--- src/rtl/spvm_queue.sv ---
// ----------------------------------------------------------------------------
// spvm_queue
// Two-entry queue between the classifying front and the pairing back.
// ----------------------------------------------------------------------------
`default_nettype none

module spvm_queue #(
    parameter int WIDTH = 8
) (
    input  wire logic             i_clk,
    input  wire logic             i_rst_n,
    input  wire logic             i_push,
    input  wire logic [WIDTH-1:0] i_data,
    output logic                  o_full,
    input  wire logic             i_pop,
    output logic                  o_valid,
    output logic      [WIDTH-1:0] o_data
);
    logic [WIDTH-1:0] r_mem [2];
    logic             r_wp, r_rp;
    logic [1:0]       r_cnt;

    assign o_full  = (r_cnt == 2'd2);
    assign o_valid = (r_cnt != 2'd0);
    assign o_data  = r_mem[r_rp];

    always_ff @(posedge i_clk) begin
        if (i_push) begin
            r_mem[r_wp] <= i_data;
        end
        if (!i_rst_n) begin
            r_wp  <= 1'b0;
            r_rp  <= 1'b0;
            r_cnt <= 2'd0;
        end else begin
            if (i_push) begin
                r_wp <= !r_wp;
            end
            if (i_pop) begin
                r_rp <= !r_rp;
            end
            r_cnt <= r_cnt + 2'(i_push) - 2'(i_pop);
        end
    end
endmodule

`default_nettype wire

--- config.mk ---
export PLATFORM = sky130hd
export DESIGN_NAME = spvm_queue
export DESIGN_NICKNAME = d
export VERILOG_FILES = /design/src/rtl/spvm_queue.sv
export SDC_FILE = /design/constraint.sdc
export NUM_CORES = 1
export LEC_CHECK = 0
export ABC_CLOCK_PERIOD_IN_PS = 1600
export BUFFER_PORTS_ARGS = -buffer_cell sky130_fd_sc_hd__buf_2
export CAP_MARGIN = 20
export CORE_UTILIZATION = 30
export CTS_CLUSTER_SIZE = 8
export DETAILED_ROUTE_END_ITERATION = 10
export GPL_TIMING_DRIVEN = 0
export SYNTH_ARGS = -nofsm -noshare
export SYNTH_HDL_FRONTEND = slang
export SYNTH_SLANG_ARGS = --single-unit
--- constraint.sdc ---
create_clock -name i_clk -period 1.6 [get_ports i_clk]
set_input_delay 0.32 -clock i_clk [delete_from_list [all_inputs] [get_ports i_clk]]
set_output_delay 0.32 -clock i_clk [all_outputs]
set_load 0.01 [all_outputs]
==> metrics <==
Nets=86; DR vias=436; simple-gate share of the synthesized area=0.0701; critical path class=reg -> out; # IOs=22; routed wl met2=606 µm; largest net degree at the start of global routing=12; Pins Over Slew Limit=0; Synth Area in Compound Gates=0.00935; minimum clock period=1.54 ns; count of final setup violators=0; post-synthesis mux area share=0.112; initial DRC count=3; Slew @ Worst Pin=0.746 ns; Clock Tree Root=clkbuf_4; power density cells=1070 nW/µm²; maxcap violations=0; FF+latch count, synth=21; Post-Syn Instances=46; critical path data required time=1.28 ns; Yosys top cell area share=0.598; core area=2500 µm²; n_diodes=0; Post-Syn Nets=60; final core occ=0.399; GRT Resource Usage Total=0.0930; first-pass GRT wire length=1790 µm; met3 wire length=111 µm; worst min-delay path class=in -> reg; main combinational cell family by area after synthesis=multiplexers; H-tree level count=1; Area Growth Syn to Fin=24.3%; VDD IR max=642 µV; Area after DPL=946 µm²; Synth area leaders=edfxtp_1, dfxtp_1, mux2_1; RSZ-0062 raised after global routing=true; I/O Buffers=21; number of global-route vias before repair=426; Chip Height=53.7 µm; Final GP Congestion=0.609; Yosys top cell by area=edfxtp_1; DRT met1 WL=416 µm; Avg Vias per Cell=4.32; clk_lat worst skew=0.29 ns; sequential area share after synthesis=0.723; max layer used=met3; YS warnings=0; Antenna Nets Post-Route=0; largest fanout on the critical path=8; FILL cells=252; CTS Buf Count=3; total grt overflow=0; CP startpoint kind=flop; Placement Rows=18; Clock Sinks=21; PostCTS Resize Cnt=2; CTS clk-pin slew, worst paths=0.10 ns; status=complete, no violations; Die W=53.7 µm; DRT Wirelength=1130 µm; Mapped Area=803 µm²; Critical Path End Type=primary output; Post-CTS Hold Buffers=0; Period Utilization, post-route=0.965; Netlist cell types=12; Wirelength per Cell=11.2 µm; hpwl dp=809 µm; syn avg cell area=17.5 µm²; CTS tree=yes; Residual DRC=0; Max clock buf depth=2; First-pass DRT Iterations=2; die area=2890 µm²; arrival time at the worst endpoint=1.22 ns; antenna violations before repair=0; fmax=0.648 GHz; final hold vios=0; relative slew slack=0.502; finished layout cell area=998 µm²; Setup Fix Bufs, Post-CTS=0; Initial Util=0.321; Setup Skew=0.00122 ns; post-synthesis xor/xnor area fraction=0.0389; Pleak=0.412 nW; share of post-route cells with drive strength above 1=0.423; Total Power=1.07 mW; post-synthesis adder-cell area fraction=0.0312
placed cells by master (no fill, tap or decap), drive strengths merged:
| master | instances |
|---|---|
| dfxtp | 5 |
| and2 | 4 |
| inv | 2 |
| o21a | 1 |
| xor2 | 1 |
| clkbuf | 4 |
| buf | 22 |
| xnor3 | 1 |
| ha | 2 |
| edfxtp | 16 |
| mux2 | 8 |
| nor2b | 4 |
| or2 | 1 |
registers in the layout (all words and copies together) (netlist names), named ones only:
| name | flops |
|---|---|
| r_cnt | 2 |
| r_mem | 16 |
| r_rp | 1 |
| r_wp | 1 |
cells in the mapped netlist, drive strengths merged:
library cell,n
edfxtp,16
mux2,8
dfxtp,5
and2,4
nor2b,4
ha,2
inv,2
buf,1
o21a,1
or2,1
xnor3,1
xor2,1
logic make-up (layout without fill, tap and decap cells):
logic type / count (synthesis) / after routing
XOR/XNOR: 2 / 2
AO/OA/AOI/OAI: 1 / 1
buffers and inverters: 3 / 28
multiplexers: 8 / 8
AND/OR/NAND/NOR: 9 / 9
flip-flops: 21 / 21
adder cells (fa/ha/maj): 2 / 2
worst max-delay path, stage by stage, from the launching register on:
cell and delay [ns]:
dfxtp_2 0.34, buf_8 0.13, mux2_1 0.32, buf_2 0.14
routing by layer:
layer  vias to the layer above  GRT usage
met5                         -          0
met4                         0     0.0132
met3                         0     0.0621
met2                        18      0.165
met1                       205     0.0909
li1                        213          -
metrics by stage:
step | hold WS [ns] | setup TNS, ns | setup slack [ns] | instances
floorplan | 0.419 | 0 | 0.298 | 46
global placement | 0.510 | 0 | 0.117 | 97
detailed placement | 0.514 | 0 | 0.112 | 97
CTS | 0.193 | 0 | 0.00732 | 101
global route | 0.184 | -0.0219 | -0.00782 | 101
finish | 0.209 | 0 | 0.0566 | 101
path summary, 6_finish.rpt:
check                           slack (ns)           to       from  cells after the start
worst max-delay path                  0.06    o_data[5]       flop                      3
worst min-delay path                  0.21  r_mem[0][7]  i_data[7]                      1
worst max register to register        0.22     r_cnt[1]   r_cnt[0]                      6
worst min register to register        0.58         flop       r_rp                      2
power by group:
part           internal (mW)  total, mW  leakage (nW)  switching (mW)
registers              0.628      0.646         0.192          0.0172
logic                  0.107      0.186         0.205          0.0787
clock network         0.0970      0.236        0.0150           0.139
area by class of cell:
class / instances / area, µm² / area share
buffer: 1 / 15.0 / 0.0150
timing repair buffer: 21 / 105 / 0.105
sequential: 21 / 582 / 0.583
multi-input combinational: 22 / 225 / 0.226
inverter: 2 / 7.51 / 0.00752
tap: 30 / 37.5 / 0.0376
clock buffer: 4 / 26.3 / 0.0263
Power figures use the tool's default switching activity.
