==> src/rtl/spvm_pkg.sv <==
// ----------------------------------------------------------------------------
// spvm_pkg
// Shared types, constants and helpers for the shower pair vertex/mass block.
// ----------------------------------------------------------------------------
`default_nettype none

package spvm_pkg;

    localparam int DEF_MAX_SHOWERS   = 64;
    localparam int DEF_POS_FRAC_BITS = 6;

    localparam int REG_W   = 17;
    localparam int IDX_W   = 2;
    localparam int POS_W   = 18;
    localparam int DIR_W   = 16;
    localparam int EN_W    = 20;
    localparam int MASS_W  = 20;
    localparam int DIST_W  = 18;
    localparam int SLOT_OUT_W = 6;

    localparam logic signed [31:0] PHOTON_CODE = 32'sd22;

    localparam logic [IDX_W-1:0] REG_BOX_X_MAX  = 2'd0;
    localparam logic [IDX_W-1:0] REG_BOX_Y_HALF = 2'd1;
    localparam logic [IDX_W-1:0] REG_BOX_Z_MAX  = 2'd2;

    localparam int BOX_X_CM  = 256;
    localparam int BOX_Y_CM  = 115;
    localparam int BOX_Z_CM  = 1036;

    localparam logic [MASS_W-1:0] MASS_MAX = '1;
    localparam logic [DIST_W-1:0] DIST_MAX = '1;

    typedef struct packed {
        logic signed [POS_W-1:0] start_x;
        logic signed [POS_W-1:0] start_y;
        logic signed [POS_W-1:0] start_z;
        logic signed [DIR_W-1:0] dir_x;
        logic signed [DIR_W-1:0] dir_y;
        logic signed [DIR_W-1:0] dir_z;
        logic [EN_W-1:0]         energy;
        logic                    contained;
    } t_shower;

    // num_raw is plane minus start; lprod is length times |dir|
    function automatic logic face_crossed(
        input logic signed [POS_W:0] num_raw,
        input logic                  dneg,
        input logic                  dzero,
        input logic [32:0]           lprod
    );
        logic signed [POS_W:0] num;
        num = dneg ? -num_raw : num_raw;
        return !dzero && (num > 0) && ({num[POS_W-1:0], 15'd0} < lprod);
    endfunction

endpackage

`default_nettype wire

==> src/rtl/spvm_front.sv <==
// ----------------------------------------------------------------------------
// spvm_front
// Box registers, event photon count, photon selection and box containment.
// ----------------------------------------------------------------------------
`default_nettype none

module spvm_front #(
    parameter int MAX_SHOWERS   = spvm_pkg::DEF_MAX_SHOWERS,
    parameter int POS_FRAC_BITS = spvm_pkg::DEF_POS_FRAC_BITS
) (
    input  wire logic                                    i_clk,
    input  wire logic                                    i_rst_n,
    input  wire logic                                    i_cfg_valid,
    input  wire logic [spvm_pkg::IDX_W-1:0]              i_cfg_index,
    input  wire logic [spvm_pkg::REG_W-1:0]              i_cfg_data,
    input  wire logic                                    i_in_valid,
    output logic                                         o_in_stall,
    input  wire logic                                    i_first_of_event,
    input  wire logic signed [31:0]                      i_pdg_code,
    input  wire spvm_pkg::t_shower                       i_shower,
    input  wire logic [spvm_pkg::REG_W-1:0]              i_shower_length,
    output logic                                         o_push,
    output logic [$clog2(MAX_SHOWERS)-1:0]               o_slot,
    output spvm_pkg::t_shower                            o_shower,
    input  wire logic                                    i_full
);
    import spvm_pkg::*;

    localparam int SLOT_W = $clog2(MAX_SHOWERS);
    localparam int CNT_W  = $clog2(MAX_SHOWERS + 1);
    localparam logic [REG_W-1:0] RST_X = REG_W'(BOX_X_CM << POS_FRAC_BITS);
    localparam logic [REG_W-1:0] RST_Y = REG_W'(BOX_Y_CM << POS_FRAC_BITS);
    localparam logic [REG_W-1:0] RST_Z = REG_W'(BOX_Z_CM << POS_FRAC_BITS);

    logic [REG_W-1:0]  r_box_x, r_box_y, r_box_z;
    logic [CNT_W-1:0]  r_count, n_base;
    logic              r_hold;
    logic [SLOT_W-1:0] r_slot;
    t_shower           r_item;
    logic [REG_W-1:0]  r_len;
    logic              accept, keep;
    logic [16:0]       ax, ay, az;
    logic [32:0]       px, py, pz;
    logic signed [POS_W:0] sx, sy, sz;
    logic              crossed;

    assign o_in_stall = r_hold && i_full;
    assign accept     = i_in_valid && !o_in_stall;
    assign n_base     = i_first_of_event ? '0 : r_count;
    assign keep       = (i_pdg_code == PHOTON_CODE) && (n_base < CNT_W'(MAX_SHOWERS));
    assign o_push     = r_hold && !i_full;
    assign o_slot     = r_slot;

    assign ax = r_item.dir_x[DIR_W-1] ? 17'(-r_item.dir_x) : 17'(r_item.dir_x);
    assign ay = r_item.dir_y[DIR_W-1] ? 17'(-r_item.dir_y) : 17'(r_item.dir_y);
    assign az = r_item.dir_z[DIR_W-1] ? 17'(-r_item.dir_z) : 17'(r_item.dir_z);
    assign px = 33'(r_len * ax);
    assign py = 33'(r_len * ay);
    assign pz = 33'(r_len * az);
    assign sx = (POS_W+1)'(r_item.start_x);
    assign sy = (POS_W+1)'(r_item.start_y);
    assign sz = (POS_W+1)'(r_item.start_z);

    always_comb begin
        crossed =
            face_crossed($signed({2'b00, r_box_z}) - sz, r_item.dir_z[DIR_W-1],
                         r_item.dir_z == '0, pz) ||
            face_crossed(-sz, r_item.dir_z[DIR_W-1], r_item.dir_z == '0, pz) ||
            face_crossed($signed({2'b00, r_box_y}) - sy, r_item.dir_y[DIR_W-1],
                         r_item.dir_y == '0, py) ||
            face_crossed(-$signed({2'b00, r_box_y}) - sy, r_item.dir_y[DIR_W-1],
                         r_item.dir_y == '0, py) ||
            face_crossed($signed({2'b00, r_box_x}) - sx, r_item.dir_x[DIR_W-1],
                         r_item.dir_x == '0, px) ||
            face_crossed(-sx, r_item.dir_x[DIR_W-1], r_item.dir_x == '0, px);
        o_shower           = r_item;
        o_shower.contained = !crossed;
    end

    always_ff @(posedge i_clk) begin
        if (accept && keep) begin
            r_item <= i_shower;
            r_len  <= i_shower_length;
            r_slot <= SLOT_W'(n_base);
        end
        if (!i_rst_n) begin
            r_box_x <= RST_X;
            r_box_y <= RST_Y;
            r_box_z <= RST_Z;
            r_count <= '0;
            r_hold  <= 1'b0;
        end else begin
            if (i_cfg_valid) begin
                case (i_cfg_index)
                    REG_BOX_X_MAX:  r_box_x <= i_cfg_data;
                    REG_BOX_Y_HALF: r_box_y <= i_cfg_data;
                    REG_BOX_Z_MAX:  r_box_z <= i_cfg_data;
                    default: ;
                endcase
            end
            if (accept) begin
                r_count <= keep ? n_base + 1'b1 : n_base;
                r_hold  <= keep;
            end else if (o_push) begin
                r_hold <= 1'b0;
            end
        end
    end
endmodule

`default_nettype wire

==> config.mk <==
export PLATFORM = sky130hd
export DESIGN_NAME = spvm_front
export DESIGN_NICKNAME = d
export VERILOG_FILES = /design/src/rtl/spvm_pkg.sv /design/src/rtl/spvm_front.sv
export SDC_FILE = /design/constraint.sdc
export NUM_CORES = 2
export LEC_CHECK = 0
export ABC_AREA = 1
export ABC_CLOCK_PERIOD_IN_PS = 15000
export BUFFER_PORTS_ARGS = -buffer_cell sky130_fd_sc_hd__buf_2
export CAP_MARGIN = 20
export CORE_MARGIN = 1
export CORE_UTILIZATION = 51
export DETAILED_ROUTE_END_ITERATION = 6
export GPL_ROUTABILITY_DRIVEN = 0
export GPL_TIMING_DRIVEN = 0
export PLACE_DENSITY = 0.77
export SYNTH_ARGS = -nofsm -noshare
export SYNTH_HDL_FRONTEND = slang
export SYNTH_SLANG_ARGS = --single-unit
==> constraint.sdc <==
create_clock -name i_clk -period 15 [get_ports i_clk]
set_input_delay 0.75 -clock i_clk [delete_from_list [all_inputs] [get_ports i_clk]]
set_output_delay 0.75 -clock i_clk [all_outputs]
set_load 0.01 [all_outputs]
==> results.py <==
metrics = {
    "flow_run": {
        "cap_violations": 0,
    },
    "global_route": {
        "grt_pass1_vias": 42070,
        "grt_antenna_before_repair": 2,
        "grtUsageTotal_pct": 30.36,
        "gr-total-overflow": 0,
        "grt_pass1_wl_mm": 220.8,
        "grt_max_degree": 36,
    },
    "yosys": {
        "ys_seq_elements": 204,
        "synth_enable_flop_cells": 145,
        "syn_area_mm2": 0.04643,
        "dominantRegCellSynth": "edfxtp_1",
        "ys_types": 69,
        "async_flop_share_pct": 0,
        "syn_inst": 6225,
        "ys_warn_count": 0,
        "avgSynthCellArea_um2": 7.459,
        "yosysSeqAreaShare_pct": 11.92,
    },
    "critical_path": {
        "startpoint": "o_shower[37]",
        "crit_required_ps": 14250,
        "cp-end-kind": "output port",
        "r2r_slack_ps": 13040,
        "r2r-end": "o_shower[61]",
        "cp.arrival_ps": 12720,
        "startpoint_type": "register",
        "rr_worst_depth": 7,
        "crit_top_cell": "inv_1",
        "worstReg2RegStart": "r_count[6]",
        "crit_fanout": 10,
        "critical_path_class": "register to output port",
        "cp-endpoint": "o_shower[0]",
        "max_stage_delay_ps": 770,
        "critical-path-slowest-cell": "a31oi_1",
    },
    "power": {
        "switching_power_uw": 860.7,
        "irDropWorstVdd_mv": 0.09532,
        "swShare_pct": 38.32,
        "p_comb_share_pct": 42.5,
        "p_int_mw": 1.386,
        "clockPowerShare_pct": 30.2,
        "p_leak_nw": 27.10,
        "seqPwrFrac_pct": 27.3,
        "power_density_mw_per_mm2": 44.27,
    },
    "placed_design": {
        "dp_hpwl_mm": 118.3,
        "dp_slack_ps": 2607,
        "dpl_cell_area_mm2": 0.04981,
        "placement.io_buffers": 326,
    },
    "timing": {
        "fin_ws_ps": 1526,
        "worst_pin_slew_ps": 1087,
        "fmax_ghz": 0.07422,
        "relSlewSlack_pct": 26.99,
        "fin_crit_sh_pct": 89.82,
        "setup_viol": 0,
        "whs_ps": 325.8,
        "final_max_slew_viol_count": 0,
        "fin_crit_ps": 13470,
        "tns_ps": 0,
        "rsz0062_at_grt": "false",
        "hold_viol": 0,
        "skew_ps": 29.31,
    },
    "die": {
        "rows": 110,
        "core_mm2": 0.09015,
        "die_h_um": 303.7,
        "ioPinCount": 328,
        "start_util_pct": 51.50,
        "fp.dieW_um": 303.7,
        "die_area_mm2": 0.09225,
    },
    "final_layout": {
        "postLayoutCellArea_mm2": 0.05074,
        "nFillCells": 8187,
        "layout_commonest_cell": "nand2_1",
        "drive_above_1_share_pct": 7.559,
        "n_antenna_cell": 0,
        "final_cell_mix": "nand2_1 (1,508), inv_1 (1,364), fa_1 (673), nor2_1 (597), ha_1 (509)",
        "syn_to_final_growth_pct": 9.292,
        "final_net_count": 8013,
    },
    "route": {
        "via_per_inst": 5.449,
        "drt_iter0_markers": 4003,
        "ant_nets": 0,
        "drc": 18,
        "drt-wirelength-per-cell_um": 17.94,
        "via_count": 42670,
        "drt_wl_total_mm": 140.4,
        "first_pass_iters": 7,
    },
    "cts": {
        "cts_sinks": 204,
        "postCtsHoldBufs": 0,
        "insertion_delay_ps": 600,
        "cts_root_buf": "clkbuf_16",
        "ctsHtreeMaxLevel": 1,
        "cts_resized": 0,
        "cts_post_setup_buffers_inserted": 0,
        "tritoncts": "done",
        "cts_buffer_depth": 3,
        "path_clk_slew_ps": 60,
        "numCtsBuffers": 27,
    },
    "min_path": {
        "hp-class": "input port to register",
    },
    "outcome": {
        "status": "finished with violations",
        "violations": "DRC",
    },
}
-- layer usage --
layer	global-route usage, %	up-vias	share of wire, %
li1	-	19800	-
met4	16.34	2	6.3
met5	0	-	0.0057
met2	48.97	2112	45
met3	6.940	502	11
met1	37.82	20250	38
-- cell type report --
class                   instances  area (um2)  share of cell area (%)
multi-input cells            4503       35200                   69.36
flip-flops and latches        204        5535                   10.91
inverters                    1408        5285                   10.42
repair buffers                334        1749                   3.447
well taps                    1176        1471                   2.900
clock buffers                  32       704.4                   1.388
plain buffers                 156       594.3                   1.171
clock inverters                17       209.0                  0.4118
-- cells in the mapped netlist (11+ instances only) --
master,number,share of area (%)
nand2_1,1508,12
inv_1,1364,11
fa_1,673,29
nor2_1,598,4.8
ha_1,509,14
nand3_1,240,2.6
a21oi_1,218,2.3
edfxtp_1,145,9.4
clkbuf_1,135,1.1
o21ai_0,130,1.4
xor2_1,103,1.9
nand4_1,87,1.2
dfxtp_1,59,2.5
xnor2_1,57,1.1
nor3_1,52,0.56
nand3b_1,38,0.61
inv_2,26,0.21
nand2_2,22,0.30
o21ai_1,22,0.24
nor4_1,20,0.27
clkinv_1,18,0.15
or2_2,17,0.23
buf_1,14,0.11
nor2_2,13,0.18
o21a_1,12,0.19
o21bai_1,11,0.18
-- worst min-delay path by stage --
stage	startpoint	end	slack, ps	cells past startpoint
global placement	r_count[6]	r_count[6]	460	2
finish	i_shower_length[9]	r_len[9]	330	1
detailed placement	r_count[6]	r_count[6]	460	2
global route	i_shower_length[9]	r_len[9]	290	1
CTS	i_shower_length[9]	r_len[9]	280	1
floorplan	r_box_x[14]	r_box_x[14]	430	2
-- critical path: cells and delay by family (launching register included) --
family	cells	cell delay [ps]
adder cells (fa/ha/maj)	9	3770
XOR/XNOR	1	180
AND/OR/NAND/NOR	17	2780
buffers and inverters	13	2510
AO/OA/AOI/OAI	9	2530
flip-flops	1	340
-- state kept, by name, indices dropped and copies added, names as in the netlist --
register  cells
r_box_z      17
r_hold        1
o_shower    122
r_box_x      17
r_len        17
o_slot        6
r_count       7
r_box_y      17
-- metrics by stage --
step / std cells / power [mW] / utilization (%)
floorplan: 6271 / 1.315 / -
global placement: 7773 / 1.527 / 55.14
detailed placement: 7778 / 1.558 / 55.26
CTS: 7827 / 2.256 / 56.27
global route: 7830 / 2.415 / 56.29
finish: 7830 / 2.246 / 56.29
-- cells by family (layout without fill, tap and decap cells) --
group | Yosys count | after routing | synth area share [%]
compound gates | 474 | 474 | 5.775
xor+xnor | 164 | 164 | 3.158
fa+ha+maj | 1182 | 1182 | 42.73
buf+inv | 1564 | 1947 | 12.66
flops | 204 | 204 | 11.92
other cells | 2 | 48 | 0.01618
simple gates | 2635 | 2635 | 23.73
-- power groups by stage --
stage,Combinational [mW],Clock [mW],Sequential (mW)
after CTS,0.940,0.702,0.614
after global placement,0.902,0,0.625
after floorplan,0.691,0,0.623
after global routing,1.08,0.721,0.614
after detailed placement,0.932,0,0.626
final,0.954,0.678,0.614
Power figures use the tool's default switching activity.
